## config.mk

```make
export PLATFORM = sky130hd
export DESIGN_NAME = abrf_ctrl
export DESIGN_NICKNAME = d
export VERILOG_FILES = /design/src/rtl/abrf_pkg.sv /design/src/rtl/abrf_ctrl.sv
export SDC_FILE = /design/constraint.sdc
export NUM_CORES = 1
export LEC_CHECK = 0
export BUFFER_PORTS_ARGS = -buffer_cell sky130_fd_sc_hd__buf_2
export CORE_ASPECT_RATIO = 0.6
export CORE_MARGIN = 2
export CORE_UTILIZATION = 38
export CTS_CLUSTER_DIAMETER = 80
export DETAILED_ROUTE_END_ITERATION = 8
export PLACE_DENSITY = 0.62
export SYNTH_ARGS = -nofsm -noshare
export SYNTH_HDL_FRONTEND = slang
export SYNTH_SLANG_ARGS = --single-unit
```

## constraint.sdc

```tcl
create_clock -name clk_i -period 7.6 [get_ports clk_i]
set_clock_uncertainty 0.2 [all_clocks]
set_input_delay 0.38 -clock clk_i [delete_from_list [all_inputs] [get_ports clk_i]]
set_output_delay 0.38 -clock clk_i [all_outputs]
set_load 0.05 [all_outputs]
```

## src/rtl/abrf_pkg.sv

```systemverilog
// Shared constants and types of the audio burst ring FIFO.
package abrf_pkg;

  // Default sizes of the ring and of the longest read request.
  localparam int unsigned ABRF_RING_BYTES = 65536;
  localparam int unsigned ABRF_MAX_READ   = 64;

  // Fixed width of the count, threshold and fill level fields.
  localparam int unsigned FIELD_W = 17;

  // Threshold value after reset.
  localparam logic [FIELD_W-1:0] THRESH_RESET = 17'd32768;

  // Input item actions.
  localparam logic [1:0] ACT_HDR  = 2'd0;
  localparam logic [1:0] ACT_DATA = 2'd1;
  localparam logic [1:0] ACT_READ = 2'd2;

  // Result item kinds.
  localparam logic KIND_ACK   = 1'b0;
  localparam logic KIND_RDATA = 1'b1;

  // Sequencer states.
  typedef enum logic [1:0] {
    ST_IDLE = 2'b01,
    ST_READ = 2'b10
  } state_e;

endpackage

```

## src/rtl/abrf_ctrl.sv

```systemverilog
// Pointer, burst and read sequencing logic with the output register.
module abrf_ctrl import abrf_pkg::*; #(
  parameter int unsigned RING_BYTES = ABRF_RING_BYTES,
  parameter int unsigned MAX_READ   = ABRF_MAX_READ,
  localparam int unsigned AW = $clog2(RING_BYTES),
  localparam int unsigned PW = AW + 1,
  localparam int unsigned NW = $clog2(MAX_READ + 1),
  localparam int unsigned CW = ((PW > FIELD_W) ? PW : FIELD_W) + 1
) (
  input  logic               clk_i,
  input  logic               rst_ni,
  // Configuration write channel
  input  logic               cfg_valid_i,
  output logic               cfg_ready_o,
  input  logic [FIELD_W-1:0] cfg_data_i,
  // Input channel
  input  logic               in_valid_i,
  output logic               in_stall_o,
  input  logic [1:0]         action_i,
  input  logic [FIELD_W-1:0] count_i,
  input  logic [7:0]         data_byte_i,
  // Output channel
  output logic               out_valid_o,
  input  logic               out_stall_i,
  output logic               kind_o,
  output logic               accepted_o,
  output logic [FIELD_W-1:0] fill_level_o,
  output logic [7:0]         out_byte_o,
  output logic               silence_o,
  output logic               last_o,
  output logic               started_o,
  // Ring memory
  output logic               mem_we_o,
  output logic [AW-1:0]      mem_waddr_o,
  output logic [7:0]         mem_wdata_o,
  output logic               mem_re_o,
  output logic [AW-1:0]      mem_raddr_o,
  input  logic [7:0]         mem_rdata_i
);

  state_e             state_q, state_d;
  logic [PW-1:0]      wp_q, wp_d;
  logic [PW-1:0]      rp_q, rp_d;
  logic               started_q, started_d;
  logic [FIELD_W-1:0] burst_rem_q, burst_rem_d;
  logic               burst_ok_q, burst_ok_d;
  logic [FIELD_W-1:0] thresh_q;
  logic [NW-1:0]      n_q, n_d;
  logic [NW-1:0]      iss_q, iss_d;
  logic [NW-1:0]      emit_q, emit_d;
  logic               serve_q, serve_d;
  logic [FIELD_W-1:0] fill_out_q, fill_out_d;
  logic [AW-1:0]      rd_addr_q, rd_addr_d;
  logic               rd_pend_q, rd_pend_d;

  logic               out_valid_q;
  logic               kind_q, accepted_q, silence_q, last_q, ostart_q;
  logic [FIELD_W-1:0] ofill_q;
  logic [7:0]         obyte_q;

  logic               out_load;
  logic               kind_d, accepted_d, silence_d, last_d, ostart_d;
  logic [FIELD_W-1:0] ofill_d;
  logic [7:0]         obyte_d;

  logic [PW-1:0]      fill;
  logic [CW-1:0]      fill_ext, free_ext, count_ext, thr_ext, after_ext;
  logic [NW-1:0]      sat_n;
  logic               rd_fits, fits_burst;
  logic               out_free, in_acc, emit, issue, emit_last;

  // Fill level and the comparisons made at acceptance.
  assign fill       = wp_q - rp_q;
  assign fill_ext   = CW'(fill);
  assign free_ext   = CW'(RING_BYTES) - fill_ext;
  assign count_ext  = CW'(count_i);
  assign thr_ext    = CW'(thresh_q);
  assign fits_burst = count_ext <= free_ext;
  assign sat_n      = (count_i > FIELD_W'(MAX_READ)) ? NW'(MAX_READ) : count_i[NW-1:0];
  assign rd_fits    = CW'(sat_n) <= fill_ext;
  assign after_ext  = fill_ext - CW'(sat_n);

  // Handshakes.
  assign out_free    = !out_valid_q || !out_stall_i;
  assign in_stall_o  = !((state_q == ST_IDLE) && out_free);
  assign in_acc      = in_valid_i && !in_stall_o;
  assign cfg_ready_o = 1'b1;

  // Read sequencing: one memory read and one emitted byte per cycle at most.
  assign emit      = (state_q == ST_READ) && (serve_q ? (rd_pend_q && out_free) : out_free);
  assign issue     = (state_q == ST_READ) && serve_q && (iss_q != n_q) && (!rd_pend_q || emit);
  assign emit_last = (emit_q + 1'b1) == n_q;

  // Next-state logic for items and for the read sequence.
  always_comb begin
    state_d     = state_q;
    wp_d        = wp_q;
    rp_d        = rp_q;
    started_d   = started_q;
    burst_rem_d = burst_rem_q;
    burst_ok_d  = burst_ok_q;
    n_d         = n_q;
    iss_d       = iss_q;
    emit_d      = emit_q;
    serve_d     = serve_q;
    fill_out_d  = fill_out_q;
    rd_addr_d   = rd_addr_q;
    rd_pend_d   = rd_pend_q;
    mem_we_o    = 1'b0;
    out_load    = 1'b0;
    kind_d      = KIND_ACK;
    accepted_d  = 1'b0;
    ofill_d     = fill_ext[FIELD_W-1:0];
    obyte_d     = 8'd0;
    silence_d   = 1'b0;
    last_d      = 1'b1;
    ostart_d    = started_q;

    if (in_acc) begin
      unique case (action_i)
        ACT_HDR: begin
          burst_ok_d  = fits_burst;
          burst_rem_d = count_i;
          if (fill_ext >= thr_ext) begin
            started_d = 1'b1;
          end
          out_load   = 1'b1;
          accepted_d = fits_burst;
          ostart_d   = started_d;
        end
        ACT_DATA: begin
          if (burst_rem_q != '0) begin
            burst_rem_d = burst_rem_q - 1'b1;
            if (burst_ok_q) begin
              mem_we_o = 1'b1;
              wp_d     = wp_q + 1'b1;
            end
          end
        end
        ACT_READ: begin
          if (sat_n != '0) begin
            state_d   = ST_READ;
            n_d       = sat_n;
            iss_d     = '0;
            emit_d    = '0;
            serve_d   = rd_fits;
            rd_addr_d = rp_q[AW-1:0];
            rd_pend_d = 1'b0;
            if (rd_fits) begin
              rp_d       = rp_q + PW'(sat_n);
              fill_out_d = after_ext[FIELD_W-1:0];
            end else begin
              fill_out_d = fill_ext[FIELD_W-1:0];
            end
          end
        end
        default: begin
        end
      endcase
    end

    if (issue) begin
      rd_addr_d = rd_addr_q + 1'b1;
      iss_d     = iss_q + 1'b1;
    end
    if (state_q == ST_READ) begin
      rd_pend_d = issue ? 1'b1 : (emit ? 1'b0 : rd_pend_q);
    end

    if (emit) begin
      out_load   = 1'b1;
      kind_d     = KIND_RDATA;
      accepted_d = serve_q;
      ofill_d    = fill_out_q;
      obyte_d    = serve_q ? mem_rdata_i : 8'd0;
      silence_d  = !serve_q;
      last_d     = emit_last;
      emit_d     = emit_q + 1'b1;
      if (emit_last) begin
        state_d = ST_IDLE;
      end
    end
  end

  assign mem_waddr_o = wp_q[AW-1:0];
  assign mem_wdata_o = data_byte_i;
  assign mem_re_o    = issue;
  assign mem_raddr_o = rd_addr_q;

  // Control state.
  always_ff @(posedge clk_i or negedge rst_ni) begin
    if (!rst_ni) begin
      state_q     <= ST_IDLE;
      wp_q        <= '0;
      rp_q        <= '0;
      started_q   <= 1'b0;
      burst_rem_q <= '0;
      burst_ok_q  <= 1'b0;
      thresh_q    <= THRESH_RESET;
      n_q         <= '0;
      iss_q       <= '0;
      emit_q      <= '0;
      serve_q     <= 1'b0;
      rd_addr_q   <= '0;
      rd_pend_q   <= 1'b0;
      out_valid_q <= 1'b0;
    end else begin
      state_q     <= state_d;
      wp_q        <= wp_d;
      rp_q        <= rp_d;
      started_q   <= started_d;
      burst_rem_q <= burst_rem_d;
      burst_ok_q  <= burst_ok_d;
      n_q         <= n_d;
      iss_q       <= iss_d;
      emit_q      <= emit_d;
      serve_q     <= serve_d;
      rd_addr_q   <= rd_addr_d;
      rd_pend_q   <= rd_pend_d;
      if (cfg_valid_i && cfg_ready_o) begin
        thresh_q <= cfg_data_i;
      end
      if (out_load) begin
        out_valid_q <= 1'b1;
      end else if (!out_stall_i) begin
        out_valid_q <= 1'b0;
      end
    end
  end

  // Output payload and the fill level held for a read sequence.
  always_ff @(posedge clk_i) begin
    fill_out_q <= fill_out_d;
    if (out_load) begin
      kind_q     <= kind_d;
      accepted_q <= accepted_d;
      ofill_q    <= ofill_d;
      obyte_q    <= obyte_d;
      silence_q  <= silence_d;
      last_q     <= last_d;
      ostart_q   <= ostart_d;
    end
  end

  assign out_valid_o  = out_valid_q;
  assign kind_o       = kind_q;
  assign accepted_o   = accepted_q;
  assign fill_level_o = ofill_q;
  assign out_byte_o   = obyte_q;
  assign silence_o    = silence_q;
  assign last_o       = last_q;
  assign started_o    = ostart_q;

  // The ring never holds more bytes than it has entries.
  a_fill_bound: assert property (@(posedge clk_i) disable iff (!rst_ni)
    CW'(fill) <= CW'(RING_BYTES))
    else $error("fill level exceeds ring size");

  // A pending memory byte exists only within a served read.
  a_pend_served: assert property (@(posedge clk_i) disable iff (!rst_ni)
    rd_pend_q |-> ((state_q == ST_READ) && serve_q))
    else $error("pending read byte outside a served read");

  // Issued reads run at most one ahead of emitted bytes.
  a_issue_lead: assert property (@(posedge clk_i) disable iff (!rst_ni)
    ((state_q == ST_READ) && serve_q) |->
      ((iss_q == emit_q) || (iss_q == emit_q + 1'b1)))
    else $error("read issue and emission out of step");

  // The last byte of a read request ends the sequence.
  a_last_ends: assert property (@(posedge clk_i) disable iff (!rst_ni)
    (emit && emit_last) |=> (state_q == ST_IDLE))
    else $error("read sequence did not end after its last byte");

endmodule

```

After elaboration in Yosys (flattened, before gate mapping)
Index checks and enable logic that the tools add are counted.
- add/sub/neg operators: 9
- $lt $le $gt $ge: 4
- equal/unequal tests: 9
- muxes and demuxes: 42
- reductions and logical operators: 36
- operator list (kind ; count):
    $mux 16 ; 4
    $mux 17 ; 3
    $mux 7 ; 6
    $pmux 17 s2 ; 1
    $mux 1 ; 23
    $reduce_bool 2->1 ; 10
    $le 17x18->1 ; 1
    $sub 17x17->18 const A ; 1
    $add 17x1->17 const B ; 1
    $add 17x7->17 ; 1
    $ge 17x17->1 ; 1
    $gt 17x7->1 const B ; 1
    $le 7x17->1 ; 1
    $reduce_bool 17->1 ; 1
    $sub 17x1->17 const B ; 1
    $sub 17x17->17 ; 1
    $sub 17x7->17 ; 1
    $add 16x1->16 const B ; 1
    $add 7x1->7 const B ; 2
    $reduce_and 3->1 ; 4
    $reduce_and 4->1 ; 3
    $mux 2 ; 5
    $eq 7x7->1 ; 1
    $logic_and 1x1->1 ; 7
    other kinds (11) ; 19
- flip-flop bits (word level): 159
- output and inout bits: 75
- word-level logic and storage cells: 122

Depth between registers and ports, before layout
Gate-level depths: netlist of the first run.
- depth after elaboration: 9
- depth in mapped cells: 22
- mapped depth without buffers: 21

Least setup slack after synthesis of the first run
No wires, ideal clock.
- path type: reg-to-reg
- from: register wp_q[0]
- to: register accepted_q, in the netlist accepted_o, data pin
- setup time: 0.255 ns
- arrival time: 4.550 ns
- setup slack: 2.595 ns
- stages on the path, launching flop included: 22
- path buffers: 1
- cells stage by stage: dfrtp_1 > inv_1 > ha_1 > fa_1 > nand2b_1 > a21o_1 > a211o_1 > a211oi_1 > or4b_1 > buf_2 > nor4_1 > nand2_1 > xor2_1 > ha_1 > nand2_1 > or3_1 > nor2_1 > a221oi_1 > o221ai_1 > a21oi_1 > a21oi_1 > a21bo_2
- word-level cells in the longest chain between the ends: 6
- RTL lines (what ; RTL line ; RTL):
    start: declaration ; abrf_ctrl.sv:42 ; logic [PW-1:0] wp_q, wp_d;
    start signal: assignment ; abrf_ctrl.sv:209 ; wp_q <= wp_d;
    $sub 17x17->17 ; abrf_ctrl.sv:73 ; assign fill = wp_q - rp_q;
    $sub 17x17->18 ; abrf_ctrl.sv:75 ; assign free_ext = CW'(RING_BYTES) - fill_ext;
    $le 17x18->1 ; abrf_ctrl.sv:78 ; assign fits_burst = count_ext <= free_ext;
    $mux 1 ; abrf_ctrl.sv:120 ; unique case (action_i)
    $mux 1 ; abrf_ctrl.sv:119 ; if (in_acc) begin
    $mux 1 ; abrf_ctrl.sv:170 ; if (emit) begin
    named net accepted_d ; abrf_ctrl.sv:62 ; logic kind_d, accepted_d, silence_d, last_d, ostart_d;
    end signal: assignment ; abrf_ctrl.sv:236 ; accepted_q <= accepted_d;
    end: declaration ; abrf_ctrl.sv:57 ; logic kind_q, accepted_q, silence_q, last_q, ostart_q;
The timed path passes the listed nets, and every way through them passes these cells.
A chain may end at the register's enable or synchronous reset.

Worst setup path after layout of the first run
- from: register rp_q[1]
- to: register accepted_q, in the netlist accepted_o, data pin
- word-level cells in the longest chain between the ends: 6
- RTL lines (what ; RTL line ; RTL):
    start: declaration ; abrf_ctrl.sv:43 ; logic [PW-1:0] rp_q, rp_d;
    start signal: assignment ; abrf_ctrl.sv:210 ; rp_q <= rp_d;
    $sub 17x17->17 ; abrf_ctrl.sv:73 ;
    $sub 17x17->18 ; abrf_ctrl.sv:75 ;
    $le 17x18->1 ; abrf_ctrl.sv:78 ;
    $mux 1 ; abrf_ctrl.sv:120 ;
    $mux 1 ; abrf_ctrl.sv:119 ;
    $mux 1 ; abrf_ctrl.sv:170 ;
    named net accepted_d ; abrf_ctrl.sv:62 ;
The timed path passes the listed nets, and every way through them passes these cells.

==> results of run 1 <==
layout by cell type (no fill, tap or decap), types with 4 or more instances in the layout:
master	instances
a211oi_1	9
a21o_1	18
a21oi_1	75
and2_1	6
and3_1	26
and4_1	5
buf_2	113
buf_4	13
clkbuf_16	18
dfrtp_1	110
dlygate4sd3_1	20
edfxtp_1	47
ha_1	70
inv_1	73
mux2_2	7
mux2i_1	11
nand2_1	146
nand2b_1	13
nand3_1	35
nand4_1	14
nand4b_1	4
nor2_1	62
nor2b_1	10
nor3_1	21
nor4_1	11
o211a_1	7
o211ai_1	12
o21a_1	7
o21ai_0	89
o22ai_1	13
o311ai_0	4
or3_1	13
xnor2_1	53
xor2_1	25
cells in the mapped netlist (7+ instances only):
library cell,number
nor4_1,11
mux2_2,7
o21ai_0,89
edfxtp_1,47
a211oi_1,9
xor2_1,25
or3_1,13
o21a_1,7
mux2i_1,11
nor3_1,21
ha_1,70
nand3_1,35
inv_1,73
dfrtp_1,110
o211ai_1,12
nand2_1,146
clkbuf_1,26
nor2b_1,10
a21oi_1,75
buf_4,25
a21o_1,18
nor2_1,62
nand4_1,14
nand2b_1,13
xnor2_1,53
o22ai_1,13
and3_1,26
o211a_1,7
cell families (layout without fill, tap and decap cells):
kind of cell,Yosys count,after routing
AOI/OAI and AO/OA,276,276
xor gates and xnor gates,78,78
and+or+nand+nor,385,385
adders and majority gates,73,73
muxes,19,19
buffers and inverters,137,253
DFF,159,159
other,1,1
through the flow:
stage                     area, µm²  cells  setup slack, ns  utilization
after global routing          11800   1604             1.64        0.446
after floorplan               10300   1128             2.60            -
final                         11800   1604             1.97        0.446
after CTS                     11800   1603             2.05        0.446
after global placement        11000   1551             2.23        0.417
after detailed placement      11000   1551             2.07        0.417
registers in the layout (all words and copies together), names as in the netlist:
name / cells
thresh_q: 17
n_q: 7
rd_pend_q: 1
kind_o: 1
out_byte_o: 8
silence_o: 1
serve_q: 1
mem_raddr_o: 16
fill_level_o: 17
out_valid_o: 1
accepted_o: 1
started_o: 1
started_q: 1
emit_q: 7
fill_out_q: 17
iss_q: 7
state_q: 2
wp_q: 17
burst_ok_q: 1
burst_rem_q: 17
last_o: 1
rp_q: 17
worst max-delay path by stage:
stage / from / end / slack, ns
floorplan: wp_q[0] / accepted_o / 2.60
finish: rp_q[1] / accepted_o / 1.97
global placement: wp_q[0] / accepted_o / 2.23
CTS: rp_q[1] / accepted_o / 2.05
global route: rp_q[1] / accepted_o / 1.64
detailed placement: rp_q[1] / accepted_o / 2.07
layer usage:
metal	vias up	global-route usage	wire length [µm]
met5	-	0	0
met4	0	0.0453	304
met3	25	0.0556	2200
met2	302	0.280	11500
met1	4164	0.340	15600
li1	4209	-	-
area by class of cell:
type / instances / area [µm²]
fill: 2618 / 14700
clock buffer: 21 / 462
sequential: 159 / 4220
tap: 360 / 450
timing repair buffer: 146 / 863
inverter: 75 / 282
clock inverter: 11 / 113
multi-input combinational: 832 / 5430
power groups by stage:
stage	Sequential [mW]	Combinational [mW]	Clock, mW
after global routing	0.888	0.103	0.914
after floorplan	0.904	0.0515	0
after global placement	0.904	0.0806	0
after detailed placement	0.904	0.0827	0
final	0.888	0.0901	0.858
after CTS	0.888	0.0911	0.880
critical path: cells and delay by family, from the launching register on:
| kind | cells | cell delay, ns |
|---|---|---|
| AND/OR/NAND/NOR | 6 | 1.72 |
| adder cells (fa/ha/maj) | 2 | 0.62 |
| AO/OA/AOI/OAI | 8 | 1.36 |
| buffers and inverters | 2 | 0.34 |
| flip-flops | 1 | 0.46 |
| XOR/XNOR | 2 | 0.68 |
==> summary.txt, run 1 <==
Outcome
  – Status: finished, final reports clean

Route
  – Detailed Route Iter0 Violations: slightly below 800
  – Routed WL per cell: 18.5 µm
  – Total wire length: around 30000 µm
  – Post-route ant nets: 0
  – Routed vias/inst: ~5.4
  – Vias: 8700
  – DRC Markers: 0
  – Detailed Routing Iterations Pass 1: 5

Synthesis
  – Post-synth EDFFs: 47
  – Post-Synth Adder-Cell Area: 0.0911
  – Largest family of logic cells by synthesized area: simple AND/OR/NAND/NOR gates
  – Yosys reg bits: about 160
  – Ys Warns: 0
  – Avg Inst Size Synth: 9.11 µm²
  – Post-Synth Simple-Gate Area: 0.184
  – Synthesized area: 0.0103 mm²
  – Sequential fraction of the synthesis area: 0.410
  – Synth top area cells: dfrtp_1 (27%), edfxtp_1 (14%), ha_1 (8.5%)
  – Post-Synthesis Cells: between 1000 and 1500
  – Post-synthesis mux area share: 0.0199
  – Synth cell types: a little under 80
  – Async S/R FF share, synth: 0.704
  – Cell taking the most area after synthesis: dfrtp_1
  – Mapped Nets: approximately 1300
  – Synth Area in XOR/XNOR: 0.0665
  – Compound-Gate Fraction of Synth Area: 0.167
  – Ys flop type: dfrtp_1
  – Share of the synthesized area in the top cell type: 0.268

Floorplan
  – Core ar.: roughly 0.026 mm²
  – Die footprint: about 0.028 mm²
  – Initial core utilization: 0.388
  – Die width: 216 µm
  – Die height: 131 µm
  – IO Count: 132
  – Core Rows: 46

Clock tree
  – Worst-skew pair later-pin latency: 0.45 ns
  – CTS Hold Buffers Added: 20
  – Reg clk slew, reported paths: approximately 0.060 ns
  – CTS tree: done
  – Clock tree buffer depth: 2
  – Clock sinks: ~160
  – CTS buffer count: 17
  – Resize count post-CTS: 0
  – H-tree depth: 4
  – Root Buffer: clkbuf_16
  – Postcts setup bufs: 0

Layout
  – Nets: approximately 1400
  – Ant. Diodes: 0
  – P&R area growth vs syn: 15.0%
  – Layout cells sized above 1: 0.145

Critical path
  – FF-to-FF path depth: 20
  – Crit-path max FO: 10
  – CP dominant cell by count: a21oi_1
  – CP max-delay cell: nor4_2
  – Worst setup EP type: flop
  – Worst r2r dst: accepted_o
  – RR Startpoint: rp_q[1]
  – CP required: around 7.6 ns
  – Startpoint Class: flop
  – Crit Path Category: reg2reg
  – Worst path cell trace: inv_1 > ha_1 > nand2b_1 > a21oi_1 > o211a_1 > o31ai_1 > xor2_1 > inv_1 > nor4_2 > nand2_1 > xor2_1 > ha_1 > nand2_1 > or3_1 > nor2_1 > a221oi_1 > o221ai_1 > a21oi_1 > a21oi_1 > a21bo_2
  – CP arrival: about 5.6 ns
  – Register-to-register setup slack: a little under 2 ns
  – CP max stage delay: 0.83 ns

Pwr
  – Part of the power in registers: 0.483
  – Leakage: 5.45 nW
  – Switching share of power: 0.226
  – Post-layout power: ~1.8 mW
  – Power per cell area: between 150 and 200 mW/mm²
  – Int Pwr: 1.42 mW
  – Switching power: between 0.4 and 0.5 mW
  – Clock share of power: 0.467
  – Combinational Power Share: 0.049
  – VDD IR max: ~0.12 mV

Place
  – Gp weighted congestion: 0.962
  – DP Wirelength: ~22000 µm
  – Port bufs: roughly 110

Flow run
  – Max_cap viols: 0

Global routing
  – Vias in the first global route: roughly 8000
  – Largest net degree at the start of global routing: 60
  – GRT Total Usage: 0.213
  – Initial antenna violation count: 0
  – Grt ovf: 0
  – Global-route wire length before repair: around 47000 µm

Timing
  – Max Fclk: 178 MHz
  – TNS Setup: 0 ns
  – Tmin final: 5.63 ns
  – Worst-Margin Slew: 1.11 ns
  – Rel. slew slack: 0.253
  – Worst hold slack: around 0.045 ns
  – RSZ-0062 raised after global routing: no
  – Fin crit share: 0.741
  – Max Slew Vio Count: 0
  – Hold Fails Final Rpt: 0
  – Final Setup Violations: 0

Min path
  – Hold Path Sink: out_byte_o[1]
  – Hold-critical path depth: 2
  – HP Class: in2reg
  – HP Start: mem_rdata_i[1]
Power figures use the tool's default switching activity.
==> inputs of run 2 (changes only) <==
--- a/config.mk
+++ b/config.mk
@@ -11,7 +11,7 @@
 export CORE_UTILIZATION = 38
 export CTS_CLUSTER_DIAMETER = 80
 export DETAILED_ROUTE_END_ITERATION = 8
-export PLACE_DENSITY = 0.62
+export PLACE_DENSITY = 0.64
 export SYNTH_ARGS = -nofsm -noshare
 export SYNTH_HDL_FRONTEND = slang
 export SYNTH_SLANG_ARGS = --single-unit
==> constraint.sdc (replaced) <==
create_clock -name clk_i -period 5.15 [get_ports clk_i]
set_clock_uncertainty 0.2 [all_clocks]
set_input_delay 0.2575 -clock clk_i [delete_from_list [all_inputs] [get_ports clk_i]]
set_output_delay 0.2575 -clock clk_i [all_outputs]
set_load 0.05 [all_outputs]
==> run 2 against run 1 <==
Combinational power grew 62%. Routed wire length about the same. Utilization rose by 1.6 points. Critical path type unchanged. Largest power group unchanged.
==> summary.txt, run 2 (same netlist as run 1, synthesis figures left out) <==
Pwr
  – VDD IR max: 0.174 mV (+48%)
  – Int Pwr: 2.08 mW (+46%)
  – Switching share of power: 0.238 (+0.0119)
  – Leakage: 5.64 nW (+3.5%)
  – Clock share of power: 0.467 (about the same)
  – Switching power: 0.649 mW (+57%)
  – Part of the power in registers: 0.480 (-0.003)
  – Combinational Power Share: 0.053 (+0.004)
  – Power per cell area: 223 mW/mm² (+44%)

Critical path
  – CP max stage delay: 0.50 ns (-0.33 ns)
  – Crit-path max FO: 4 (-6)
  – CP required: 5.16 ns (-2.45 ns)
  – Origin of the worst setup path: rp_q[0]
  – Worst setup EP type: flop
  – CP max-delay cell: or4b_4
  – Startpoint Class: flop
  – RR Startpoint: rp_q[0]
  – CP arrival: 4.94 ns (-0.69 ns)
  – Worst path cell trace: ha_1 > fa_2 > nand2b_4 > a21o_1 > a211o_1 > a211oi_1 > or4b_4 > nor4_2 > buf_4 > nand2_1 > xor2_1 > ha_1 > nand2_1 > or3_1 > nor2_1 > a221oi_1 > o221ai_1 > a21oi_1 > a21oi_1 > a21bo_2
  – Crit Path Category: reg2reg

Place
  – Port bufs: 114 (unchanged)
  – Cell Count Post-Placement: 1567 (+1.0%)
  – Dpl ws: 0.140 ns (-1.93 ns)
  – Post-DP Area: 0.0112 mm² (+1.1%)
  – DP Wirelength: 21800 µm (-1.9%)
  – Gp weighted congestion: 0.919 (-4.5%)

Timing
  – Final Setup Violations: 0 (unchanged)
  – Rel. slew slack: 0.159 (-0.0944)
  – Tmin final: 4.93 ns (-0.695 ns)
  – Worst-Margin Slew: 1.26 ns (+0.156 ns)
  – Fin crit share: 0.958 (+0.217)
  – Max Slew Vio Count: 0 (unchanged)
  – Hold Fails Final Rpt: 0 (unchanged)
  – Setup ws final: 0.217 ns (-1.75 ns)
  – TNS Setup: 0 ns (unchanged)
  – Max Fclk: 203 MHz (+14%)

Global routing
  – Vias in the first global route: 8245 (+1.9%)
  – Grt ovf: 0 (unchanged)
  – GRT Total Usage: 0.209 (-0.00346)
  – Initial antenna violation count: 0 (unchanged)
  – Global-route wire length before repair: 46200 µm (-1.8%)
  – Largest net degree at the start of global routing: 75 (+25%)

Layout
  – Most frequent cells in the layout: nand2_1 (146), buf_2 (113), dfrtp_1 (110)
  – P&R area growth vs syn: 19.1%
  – Post-route insts no fill: 1644 (+2.5%)
  – Commonest non-fill, non-tap cell in the layout: nand2_1
  – Final instance area: 0.0122 mm² (+3.6%)
  – Nets: 1401 (+2.9%)
  – Ant. Diodes: 0 (unchanged)
  – Layout cells sized above 1: 0.163 (+0.0181)

Flow run
  – Max_cap viols: 0 (unchanged)

Min path
  – HP Start: count_i[3]
  – HP Class: in2reg

Route
  – Detailed Route Iter0 Violations: 947 (+21%)
  – Routed WL per cell: 18.0 µm (-2.5%)
  – Detailed Routing Iterations Pass 1: 8 (+3)
  – DRC Markers: 0 (unchanged)
  – Post-route ant nets: 0 (unchanged)
  – Total wire length: 29600 µm (about the same)
  – Vias: 8977 (+3.2%)
  – Routed vias/inst: 5.46 (+0.67%)

Floorplan
  – IO Count: 132 (unchanged)
  – Core ar.: 0.0265 mm² (unchanged)
  – Die width: 216 µm (unchanged)
  – Die height: 131 µm (unchanged)
  – Core Rows: 46 (unchanged)
  – Die footprint: 0.0284 mm² (unchanged)
  – Initial core utilization: 0.388 (unchanged)

Clock tree
  – Clock sinks: 159 (unchanged)
  – CTS buffer count: 17 (unchanged)
  – H-tree depth: 4 (unchanged)
  – Clock tree buffer depth: 2 (unchanged)
  – Reg clk slew, reported paths: 0.07 ns (about the same)
  – CTS tree: done
  – Root Buffer: clkbuf_16
  – Worst-skew pair later-pin latency: 0.45 ns (about the same)

Outcome
  – Status: finished, final reports clean
run 2: changes by cell type in the layout (fill, tap and decap cells not counted), moves of 3 or more:
cell	change
buf_4	+17
inv_6	+4
clkbuf_1	-3
dlygate4sd3_1	+23
run 2: final timing paths:
check                                      end  slack (ns)  depth (start not counted)
worst max-delay path                accepted_o        0.22                         20
worst min-delay path            burst_rem_q[3]        0.03                          3
worst max register to register      accepted_o        0.22                         20
worst min register to register      state_q[0]        0.27                          2
max in group asynchronous             wp_q[14]        3.32                          3
min in group asynchronous             iss_q[4]        0.31                          2
run 2: critical path, delay by kind of cell, from the launching register on:
kind                     cells  cell delay (ns)
AO/OA/AOI/OAI                8             1.37
XOR/XNOR                     1             0.16
adder cells (fa/ha/maj)      3             0.88
buffers and inverters        1             0.17
flip-flops                   1             0.42
AND/OR/NAND/NOR              7             1.48
run 2: stage by stage:
| step | hold slack, ns | total power, mW | utilization |
|---|---|---|---|
| detailed placement | 0.264 | 1.45 | 0.421 |
| CTS | 0.00783 | 2.76 | 0.460 |
| finish | 0.0274 | 2.73 | 0.462 |
| global route | 0.0527 | 2.83 | 0.462 |
| global placement | 0.262 | 1.45 | 0.421 |
| floorplan | -0.238 | 1.41 | - |
run 2: timing repair:
action                                  CTS  global route
endpoints found under the hold margin   112             0
endpoints found under the setup margin    0             2
hold buffers                             43             0
setup buffers                             0             2
gates resized for setup                   0             8
run 2: area by class of cell:
type | count | area, µm²
fillers | 2581 | 14200
multi-input cells | 832 | 5480
flip-flops and latches | 159 | 4220
repair buffers | 186 | 1220
clock buffers | 21 | 503
well taps | 360 | 450
inverters | 75 | 282
clock inverters | 11 | 91.3
run 2: power groups by stage:
stage	clock network (mW)	logic [mW]	registers, mW
CTS	1.30	0.146	1.31
floorplan	0	0.0761	1.33
global route	1.35	0.165	1.31
finish	1.28	0.146	1.31
detailed placement	0	0.121	1.33
global placement	0	0.118	1.33
run 2: metal layers:
layer	GRT usage	share of wire	vias up
met5	0	0	-
met4	0.0601	0.016	0
met3	0.0505	0.073	37
met2	0.288	0.41	316
met1	0.321	0.50	4326
li1	-	-	4298
